### config.mk
export PLATFORM = sky130hd
export DESIGN_NAME = lru_page_replacement_top
export DESIGN_NICKNAME = d
export VERILOG_FILES = /design/src/design/lrupr_pkg.sv /design/src/design/lrupr_cell.sv /design/src/design/lru_page_replacement_top.sv
export VERILOG_INCLUDE_DIRS = /design/src /design/src/design
export SDC_FILE = /design/constraint.sdc
export NUM_CORES = 2
export LEC_CHECK = 0
export BUFFER_PORTS_ARGS = -buffer_cell sky130_fd_sc_hd__buf_2
export CORE_AREA = 2 2 230 232
export DETAILED_ROUTE_END_ITERATION = 16
export DIE_AREA = 0 0 232 234
export PLACE_DENSITY_LB_ADDON = 0.25
export SLEW_MARGIN = 20
export SYNTH_ARGS = -nofsm -noshare
export SYNTH_HDL_FRONTEND = slang
export SYNTH_SLANG_ARGS = --single-unit
### constraint.sdc
create_clock -name clk -period 12.3 [get_ports clk]
set_input_delay 0.615 -clock clk [delete_from_list [all_inputs] [get_ports clk]]
set_output_delay 0.615 -clock clk [all_outputs]
set_load 0.02 [all_outputs]
### src/design/assert_macros.svh
// Assertion helpers for the LRU replacement block.
`ifndef ASSERT_MACROS_SVH
`define ASSERT_MACROS_SVH

// Checked on every clock edge outside reset.
`define LRUPR_ASSERT(lbl, prop) \
  lbl: assert property (@(posedge clk) disable iff (rst) prop) \
    else $error("lru replacement check failed");

// Checked on every clock edge, reset included.
`define LRUPR_ASSERT_ALWAYS(lbl, prop) \
  lbl: assert property (@(posedge clk) prop) \
    else $error("lru replacement check failed");

`endif

### src/design/lrupr_pkg.sv
package lrupr_pkg;

  localparam int MAX_SLOTS = 16;
  localparam int PAGE_BITS = 16;

  localparam int PAGE_PORT_W = 16;
  localparam int CFG_W       = 5;
  localparam int COUNT_W     = 32;

  localparam logic [CFG_W-1:0]   ACTIVE_SLOTS_RESET = CFG_W'(16);
  localparam logic [COUNT_W-1:0] COUNT_MAX          = '1;

  // Width that holds both the register value and the built slot count.
  localparam int SLOT_CNT_W = $clog2(MAX_SLOTS + 1);
  localparam int LIMIT_W    = (SLOT_CNT_W > CFG_W) ? SLOT_CNT_W : CFG_W;

  typedef logic [PAGE_BITS-1:0] page_t;

  // Per-cell controls for one transaction.
  typedef struct packed {
    logic take;    // transaction accepted this cycle
    logic clear;   // start of new workload
    logic hit;     // some in-use slot matched
    logic in_use;  // cell index below the slot limit
    logic is_top;  // most recent slot of the list
  } cell_ctrl_t;

endpackage

### src/design/lrupr_cell.sv
module lrupr_cell (
  input  logic                  clk,
  input  logic                  rst,
  input  lrupr_pkg::cell_ctrl_t ctrl,
  input  lrupr_pkg::page_t      req_page,
  input  logic                  match_below,
  input  lrupr_pkg::page_t      page_up,
  input  logic                  valid_up,
  output logic                  match_out,
  output lrupr_pkg::page_t      page_dn,
  output logic                  valid_dn
);

  lrupr_pkg::page_t slot_page;
  lrupr_pkg::page_t slot_page_next;
  logic             slot_valid;
  logic             slot_valid_next;
  logic             hit_here;

  // A new workload wipes the slot before the compare.
  assign valid_dn  = slot_valid & ~ctrl.clear;
  assign page_dn   = ctrl.clear ? '0 : slot_page;
  assign hit_here  = ctrl.in_use & valid_dn & (page_dn == req_page);
  assign match_out = match_below | hit_here;

  always_comb begin
    slot_page_next  = page_dn;
    slot_valid_next = valid_dn;
    if (ctrl.in_use) begin
      if (ctrl.is_top) begin
        slot_page_next  = req_page;
        slot_valid_next = 1'b1;
      end else if (!ctrl.hit || match_out) begin
        // at or above the removed slot: move down one place
        slot_page_next  = page_up;
        slot_valid_next = valid_up;
      end
    end
  end

  always_ff @(posedge clk) begin
    if (rst) begin
      slot_valid <= 1'b0;
    end else if (ctrl.take) begin
      slot_valid <= slot_valid_next;
    end
  end

  always_ff @(posedge clk) begin
    if (ctrl.take) begin
      slot_page <= slot_page_next;
    end
  end

endmodule

### src/design/lru_page_replacement_top.sv
// Channel   Handshake                 Payload
// input     in_valid / in_ready       page, start_new
// output    out_valid / out_ready     was_hit, hit_total, access_total
// config    cfg_we (no wait)          cfg_wdata -> active_slots
//
// One transaction per cycle while in_ready is high: the compare across all slots, the list shift
// and the count update finish in the cycle of acceptance.
// The result register frees as it is read, so in_ready = !out_valid | out_ready.
// Reset (rst, synchronous): empty cache, counts zero, active_slots = 16.
// While out_valid is high and out_ready is low the result holds and no new input is taken.
`include "assert_macros.svh"

module lru_page_replacement_top (
  input  logic                                  clk,
  input  logic                                  rst,
  input  logic                                  in_valid,
  output logic                                  in_ready,
  input  logic [lrupr_pkg::PAGE_PORT_W-1:0]     page,
  input  logic                                  start_new,
  output logic                                  out_valid,
  input  logic                                  out_ready,
  output logic                                  was_hit,
  output logic [lrupr_pkg::COUNT_W-1:0]         hit_total,
  output logic [lrupr_pkg::COUNT_W-1:0]         access_total,
  input  logic                                  cfg_we,
  input  logic [lrupr_pkg::CFG_W-1:0]           cfg_wdata
);

  localparam int NS = lrupr_pkg::MAX_SLOTS;
  localparam int LW = lrupr_pkg::LIMIT_W;

  logic [lrupr_pkg::CFG_W-1:0]   active_slots;
  logic [LW-1:0]                 slot_limit;
  logic [LW-1:0]                 cfg_ext;
  logic                          take;
  logic                          hit;
  logic [31:0]                   page_ext;
  lrupr_pkg::page_t              req_page;
  logic [lrupr_pkg::COUNT_W-1:0] hit_base;
  logic [lrupr_pkg::COUNT_W-1:0] access_base;
  logic [lrupr_pkg::COUNT_W-1:0] hit_count_next;
  logic [lrupr_pkg::COUNT_W-1:0] access_count_next;

  // Chain wires: page and valid index k, match index k+1, carry what cell k hands on.
  logic [NS:0]           match_chain;
  lrupr_pkg::page_t      chain_page  [NS+1];
  logic [NS:0]           chain_valid;
  lrupr_pkg::cell_ctrl_t cell_ctrl   [NS];

  assign in_ready = ~out_valid | out_ready;
  assign take     = in_valid & in_ready;

  // Only the low PAGE_BITS of the port take part.
  assign page_ext = 32'(page);
  assign req_page = page_ext[lrupr_pkg::PAGE_BITS-1:0];

  // Effective slot count: zero reads as one, too large saturates.
  assign cfg_ext = LW'(active_slots);
  always_comb begin
    if (cfg_ext == '0) begin
      slot_limit = LW'(1);
    end else if (cfg_ext > LW'(NS)) begin
      slot_limit = LW'(NS);
    end else begin
      slot_limit = cfg_ext;
    end
  end

  always_ff @(posedge clk) begin
    if (rst) begin
      active_slots <= lrupr_pkg::ACTIVE_SLOTS_RESET;
    end else if (cfg_we) begin
      active_slots <= cfg_wdata;
    end
  end

  // Oldest slot at index 0; the first match ripples upward through the chain.
  assign match_chain[0]  = 1'b0;
  assign chain_page[NS]  = '0;
  assign chain_valid[NS] = 1'b0;
  assign hit             = match_chain[NS];

  for (genvar k = 0; k < NS; k++) begin : g_cell
    assign cell_ctrl[k].take   = take;
    assign cell_ctrl[k].clear  = start_new;
    assign cell_ctrl[k].hit    = hit;
    assign cell_ctrl[k].in_use = (LW'(k) < slot_limit);
    assign cell_ctrl[k].is_top = (LW'(k + 1) == slot_limit);

    lrupr_cell u_cell (
      .clk         (clk),
      .rst         (rst),
      .ctrl        (cell_ctrl[k]),
      .req_page    (req_page),
      .match_below (match_chain[k]),
      .page_up     (chain_page[k+1]),
      .valid_up    (chain_valid[k+1]),
      .match_out   (match_chain[k+1]),
      .page_dn     (chain_page[k]),
      .valid_dn    (chain_valid[k])
    );
  end

  // Saturating counts; a new workload restarts them before this access.
  assign hit_base    = start_new ? '0 : hit_total;
  assign access_base = start_new ? '0 : access_total;

  always_comb begin
    access_count_next = access_base;
    if (access_base != lrupr_pkg::COUNT_MAX) begin
      access_count_next = access_base + lrupr_pkg::COUNT_W'(1);
    end
    hit_count_next = hit_base;
    if (hit && (hit_base != lrupr_pkg::COUNT_MAX)) begin
      hit_count_next = hit_base + lrupr_pkg::COUNT_W'(1);
    end
  end

  // The count registers double as the result payload.
  always_ff @(posedge clk) begin
    if (rst) begin
      out_valid    <= 1'b0;
      was_hit      <= 1'b0;
      hit_total    <= '0;
      access_total <= '0;
    end else begin
      if (take) begin
        out_valid    <= 1'b1;
        was_hit      <= hit;
        hit_total    <= hit_count_next;
        access_total <= access_count_next;
      end else if (out_ready) begin
        out_valid <= 1'b0;
      end
    end
  end

  `LRUPR_ASSERT_ALWAYS(a_reset_empty, rst |=> !out_valid)
  `LRUPR_ASSERT(a_hits_bounded, hit_total <= access_total)
  `LRUPR_ASSERT(a_access_step, (take && !start_new && access_total != lrupr_pkg::COUNT_MAX) |=> access_total == $past(access_total) + lrupr_pkg::COUNT_W'(1))
  `LRUPR_ASSERT(a_hit_step, (take && !start_new && hit_total != lrupr_pkg::COUNT_MAX) |=> was_hit == (hit_total != $past(hit_total)))
  `LRUPR_ASSERT(a_fresh_miss, (take && start_new) |=> !was_hit && access_total == lrupr_pkg::COUNT_W'(1))

endmodule
* Yosys cells after proc, flatten, opt, wreduce, memory -nomap -nowiden
Index checks and enable logic that the tools add are counted.
** Storage, ports and cells
- Register bits :: 343
- Word-level logic and storage cells :: 294
** Cells by class
- Add/subtract/negate cells :: 2
- Magnitude comparators :: 17
- Equal/unequal tests :: 34
- Multiplexer cells :: 118
- Bitwise operators :: 67
- Reduce and logical (&&, ||, !) cells :: 19
** Operator list (number)
- $mux W16 :: 63
- $eq A16 B16 Y1 :: 16
- $mux W32 :: 4
- $add A32 B1 Y32 const B :: 2
- $ne A32 B32 Y1 const B :: 2
- $and A1 B1 Y1 :: 49
- $mux W1 :: 49
- $eq A4 B5 Y1 const A :: 8
- $lt A4 B5 Y1 const A :: 8
- $eq A3 B5 Y1 const A :: 4
- $lt A3 B5 Y1 const A :: 4
- $or A1 B1 Y1 :: 16
- $logic_or A1 B1 Y1 :: 15
- $eq A2 B5 Y1 const A :: 2
- $lt A1 B5 Y1 const A :: 2
- $lt A2 B5 Y1 const A :: 2
- $mux W5 :: 2
- $eq A1 B5 Y1 const A :: 1
- $eq A5 B5 Y1 const A :: 1
- $gt A5 B5 Y1 const B :: 1
- $logic_not A5 Y1 :: 1
- $not A1 Y1 :: 2
- $reduce_bool A2 Y1 :: 1
- $logic_and A1 B1 Y1 :: 1
- $logic_not A1 Y1 :: 1

* Depth between registers and ports, before layout
- Depth after elaboration :: 26
- Mapped depth :: 22

* Hierarchy
A second synthesis with hierarchy kept.
** Second synthesis, totals
- Cells, all modules :: 3274
- Area, all modules :: 27735.4 um^2
** By module, submodules not included
- lrupr_cell :: times used 16, cells an instance 168, area each 1448.9 um^2, sequential area each 500.5 um^2
- lru_page_replacement_top :: times used 1, cells an instance 586, area each 4553.1 um^2, sequential area each 1421.4 um^2

* Worst setup path after synthesis
Ideal clock, no wire load.
- Path type :: input port to flip-flop
- Start point :: input out_ready
- End point :: register g_cell[0].u_cell.slot_valid
- Setup time :: 95 ps
- Arrival :: 9885 ps
- Setup slack :: 2320 ps
- Stages on the path :: 7
- Buffers on the path :: 2
- Path through :: nand2b_1 nand2_1 inv_1 clkbuf_1 clkbuf_1 o221ai_1 a21oi_1
** Between the ends
- Cells in the longest elaborated chain, start to end :: 2
** Ends and longest elaborated chain
- start, declared :: line lru_page_replacement_top.sv:21 : input logic out_ready,
- $or A1 B1 Y1 :: line lru_page_replacement_top.sv:50 : assign in_ready = ~out_valid | out_ready;
- $and A1 B1 Y1 :: line lru_page_replacement_top.sv:51 : assign take = in_valid & in_ready;
- via take :: line lru_page_replacement_top.sv:35 : logic take;
- end signal, assigned :: line lrupr_cell.sv:45 : slot_valid <= slot_valid_next;
- end, declared :: line lrupr_cell.sv:16 : logic slot_valid;
The timed path passes the listed nets, and every way through them passes these cells.
A chain may end at the register's enable or synchronous reset.

* Final worst setup path
- Start point :: input start_new
- End point :: register g_cell[7].u_cell.slot_page[1], data pin
** Between the ends
- Cells in the longest elaborated chain, start to end :: 24
- Elaborated cells on any way between the ends :: 101
- Those cells by class :: eq/ne (16); mux (19); bitwise (64); reduce/logical (2)
** Ends and longest elaborated chain
- start, declared :: line lru_page_replacement_top.sv:19 : input logic start_new,
- parallel branches: the longest is 23 deep, another holds $mux W16
- $mux W16 (*) :: line lrupr_cell.sv:29 : if (ctrl.in_use) begin
- via g_cell[7].u_cell.slot_page_next[1] :: line lrupr_cell.sv:15 : lrupr_pkg::page_t slot_page_next;
- end signal, assigned :: line lrupr_cell.sv:51 : slot_page <= slot_page_next;
- end, declared :: line lrupr_cell.sv:14 : lrupr_pkg::page_t slot_page;
Mark *: on every way through the listed nets, which the timed path passes.

==> reports/metrics.csv <==
stage,metric,value,unit
run_status,outcome,"finished, final reports clean",
timing,layout_min_cycle_time,5.610,ns
power,power_frac_comb,0.155,
yosys,synth.yosys.seq_area_share,0.3756,
die,start_util,0.4825,
power,cellPowerDensity,122.0,nW/µm²
yosys,synth_fp_nets,2864,
worst_hold_path,min_path_cells,3,
placed_design,dp_hpwl,59.18,mm
drt,drt-initial-drc-count,3424,
power,p_sw_frac,0.2943,
cts,post_cts_buffers,0,
setup_path,critPathMostFrequentCell,buf_4,
setup_path,critPathKind,input port to register,
setup_path,start_kind,input port,
yosys,async_flop_share,0,
yosys,synth-edff-count,256,
finish,antenna_cells,0,
timing,worst_pin_slew,1.134,ns
flow_run,maxCapViolations,0,
finish,area_growth_syn_to_layout,8.094,%
finish,layout-drive-gt1-share,0.1000,
timing,skew,0.01782,ns
drt,drt_first_pass_iters,6,
drt,routed_wl,93.11,mm
global_route,antenna_found_initial,2,
cts,clockBufferDepth,3,
yosys,ys_ff_latch,343,
cts,numCtsBuffers,43,
setup_path,arrival,5.94,ns
worst_hold_path,hold_class,input port to register,
cts,path_clk_slew,0.06,ns
cts,hold_buffers,0,
die,die_w,232,µm
cts,cts_resized,0,
power,power_switching,0.9743,mW
drt,maxUsedRoutingLayer,met5,
yosys,synthDominantCellAreaShare,0.3062,
global_route,grt_pass1_vias,23210,
placed_design,dp_cells,3409,
yosys,syn_inst,2835,
power,p_clk_frac,0.411,
setup_path,r2r_cells,9,
die,die_area,54290,µm²
power,ir_drop,94.33,µV
setup_path,reg2reg_to,g_cell[7].u_cell.slot_page[1],
yosys,synth_top_cell_by_area,edfxtp_1,
power,p_leak,9.651,nW
timing,fin_tns_setup,0,ns
global_route,grt_start_max_net_pins,123,
cts,cts_max_level,2,
setup_path,cp_max_fo,67,
drt,m1WireLength,37.03,mm
timing,drv_slew,0,
setup_path,slowest_delay,0.76,ns
global_route,grt_pass1_wl,141.8,mm
die,core,52020,µm²
drt,postRouteAntennaNets,0,
yosys,yosys_warnings,0,
cts,cts_tree,built,
cts,numClockSinks,343,
drt,wire_per_inst,26.69,µm
die,core.rowCount,84,
finish,finalNetCount,2795,
worst_hold_path,min_from,cfg_wdata[4],
setup_path,r2r-start,active_slots[1],
timing,setup_slack,6.690,ns
timing,hold_violations,0,
setup_path,r2r_slack,7.29,ns
drt,met2_length,40.45,mm
power,internal_power,2.336,mW
setup_path,slowest_stage,nor2_2,
placed_design,io_buffers,93,
yosys,syn_area,25100,µm²
yosys,ys.flop_type,edfxtp_1,
placed_design,dpl_worst_slack,6.321,ns
timing,rsz0062_at_grt,false,
timing,finalCritPeriodShare,0.4561,
die,io_pins,94,
yosys,syn_avg_cell_area,8.855,µm²
drt,vias_per_cell,7.017,
cts,clk_latency,0.59,ns
worst_hold_path,worstHoldEndpoint,active_slots[4],
setup_path,end_kind,register,
die,die_y,234,µm
finish,num-fill-cells,4763,
yosys,yosys-top-cells-area,"edfxtp_1 31%, dfxtp_1 6.9%, nand2_1 3.7%",
yosys,synth.distinct_cells,104,
drt,wl_met3,11.09,mm
drt,drc,0,
setup_path,required,12.63,ns
drt,vias,24480,
finish,final_cell_count_no_fill,3488,
timing,setup_viol,0,
global_route,grt_overflow,0,
power,p_seq_frac,0.434,
placed_design,gp_congestion,0.9794,
setup_path,crit_chain,clkbuf_8 -> inv_4 -> buf_4 -> buf_4 -> nor2_1 -> o32ai_1 -> or4b_4 -> o311ai_2 -> nor2_2 -> a2111o_1 -> o21ai_2 -> a221o_1,
timing,max_freq,178.3,MHz
timing,relSlewSlack,0.2388,
global_route,track_usage,0.3358,
cts,cts_root_buf,clkbuf_16,
==> layout make-up <==
class / instances / area (µm²) / area share
sequential: 343 / 9430 / 0.3475
tap: 688 / 860.8 / 0.03172
inverter: 74 / 287.8 / 0.01060
multi-input combinational: 2150 / 14140 / 0.5209
clock buffer: 56 / 1199 / 0.04417
clock inverter: 23 / 286.5 / 0.01056
timing repair buffer: 154 / 935.9 / 0.03449
==> power groups by stage <==
stage,combinational [mW],clock [mW],sequential [mW]
after floorplan,0.366,0,1.43
after global placement,0.481,0,1.45
after detailed placement,0.493,0,1.45
after CTS,0.494,1.37,1.43
after global routing,0.544,1.41,1.44
final,0.513,1.36,1.44
==> cell families after synthesis <==
kind of cell / Yosys count / share of synthesized area
multiplexers: 63 / 0.02642
AND/OR/NAND/NOR: 1172 / 0.2532
flip-flops: 343 / 0.3756
AO/OA/AOI/OAI: 771 / 0.2315
adder cells (fa/ha/maj): 2 / 0.0009967
buffers and inverters: 342 / 0.06270
XOR/XNOR: 142 / 0.04954
==> sequential cells by signal, summed over array words and instances, names as in the netlist <==
name                      count
was_hit                       1
g_cell.u_cell.slot_page     256
active_slots                  5
hit_total                    32
access_total                 32
out_valid                     1
g_cell.u_cell.slot_valid     16
==> cell usage after synthesis, types with 24 or more instances <==
cell type,instances
edfxtp_1,256
nand2_1,250
nor2_1,215
clkbuf_1,139
o21ai_0,126
nand2b_1,95
nand3_1,95
and3_1,88
dfxtp_1,87
buf_2,82
nor2b_1,81
xnor2_1,77
a21oi_1,72
a221o_1,72
inv_1,70
nor3_1,70
a22o_1,65
xor2_1,65
nand4_1,51
o22ai_1,47
a22oi_1,46
nor4_1,43
a31oi_1,40
mux2i_1,37
o211ai_1,35
o221ai_1,30
o31ai_1,27
nor4bb_1,25
a211oi_1,24
nand3b_1,24
==> how the worst max path moves through the flow <==
stage	slack (ns)	start	to	cells after the start
after floorplan	2.32	out_ready	g_cell[0].u_cell.slot_valid	7
after global routing	6.56	start_new	g_cell[7].u_cell.slot_page[5]	12
after global placement	6.46	start_new	g_cell[7].u_cell.slot_page[15]	12
final	6.69	start_new	g_cell[7].u_cell.slot_page[1]	12
after detailed placement	6.32	start_new	g_cell[4].u_cell.slot_page[6]	13
after CTS	6.95	start_new	g_cell[4].u_cell.slot_page[2]	13
==> metrics by stage <==
stage	instance area, µm²	utilization	hold WS [ns]	power [mW]
floorplan	25100	-	0.4492	1.795
global placement	25630	0.4926	0.4552	1.933
detailed placement	25630	0.4926	0.4621	1.948
CTS	27110	0.5211	0.2396	3.297
global route	27140	0.5216	0.2690	3.402
finish	27140	0.5216	0.2534	3.310
==> per-layer routing <==
metal | GRT usage | up-vias
met5 | 0 | -
met1 | 0.4644 | 11810
met4 | 0.1635 | 4
li1 | - | 10720
met2 | 0.5055 | 1645
met3 | 0.06214 | 304
==> cell usage in the layout (no fill, tap or decap), types with 60 or more instances in the layout <==
cell type / n
nor2b_1: 80
o21ai_0: 126
dfxtp_1: 86
nand2_1: 249
nand2b_1: 95
xor2_1: 65
buf_4: 60
and3_1: 88
a221o_1: 72
inv_1: 69
edfxtp_1: 256
nor3_1: 70
nand3_1: 95
buf_2: 92
a21oi_1: 71
a22o_1: 65
nor2_1: 213
xnor2_1: 77
==> critical path: cells and delay by family <==
kind                   cells  cell delay, ns
AOI/OAI and AO/OA          5            2.19
buffers and inverters      4            1.80
and+or+nand+nor            3            1.22
No activity file was read; power rests on OpenSTA's default activity.
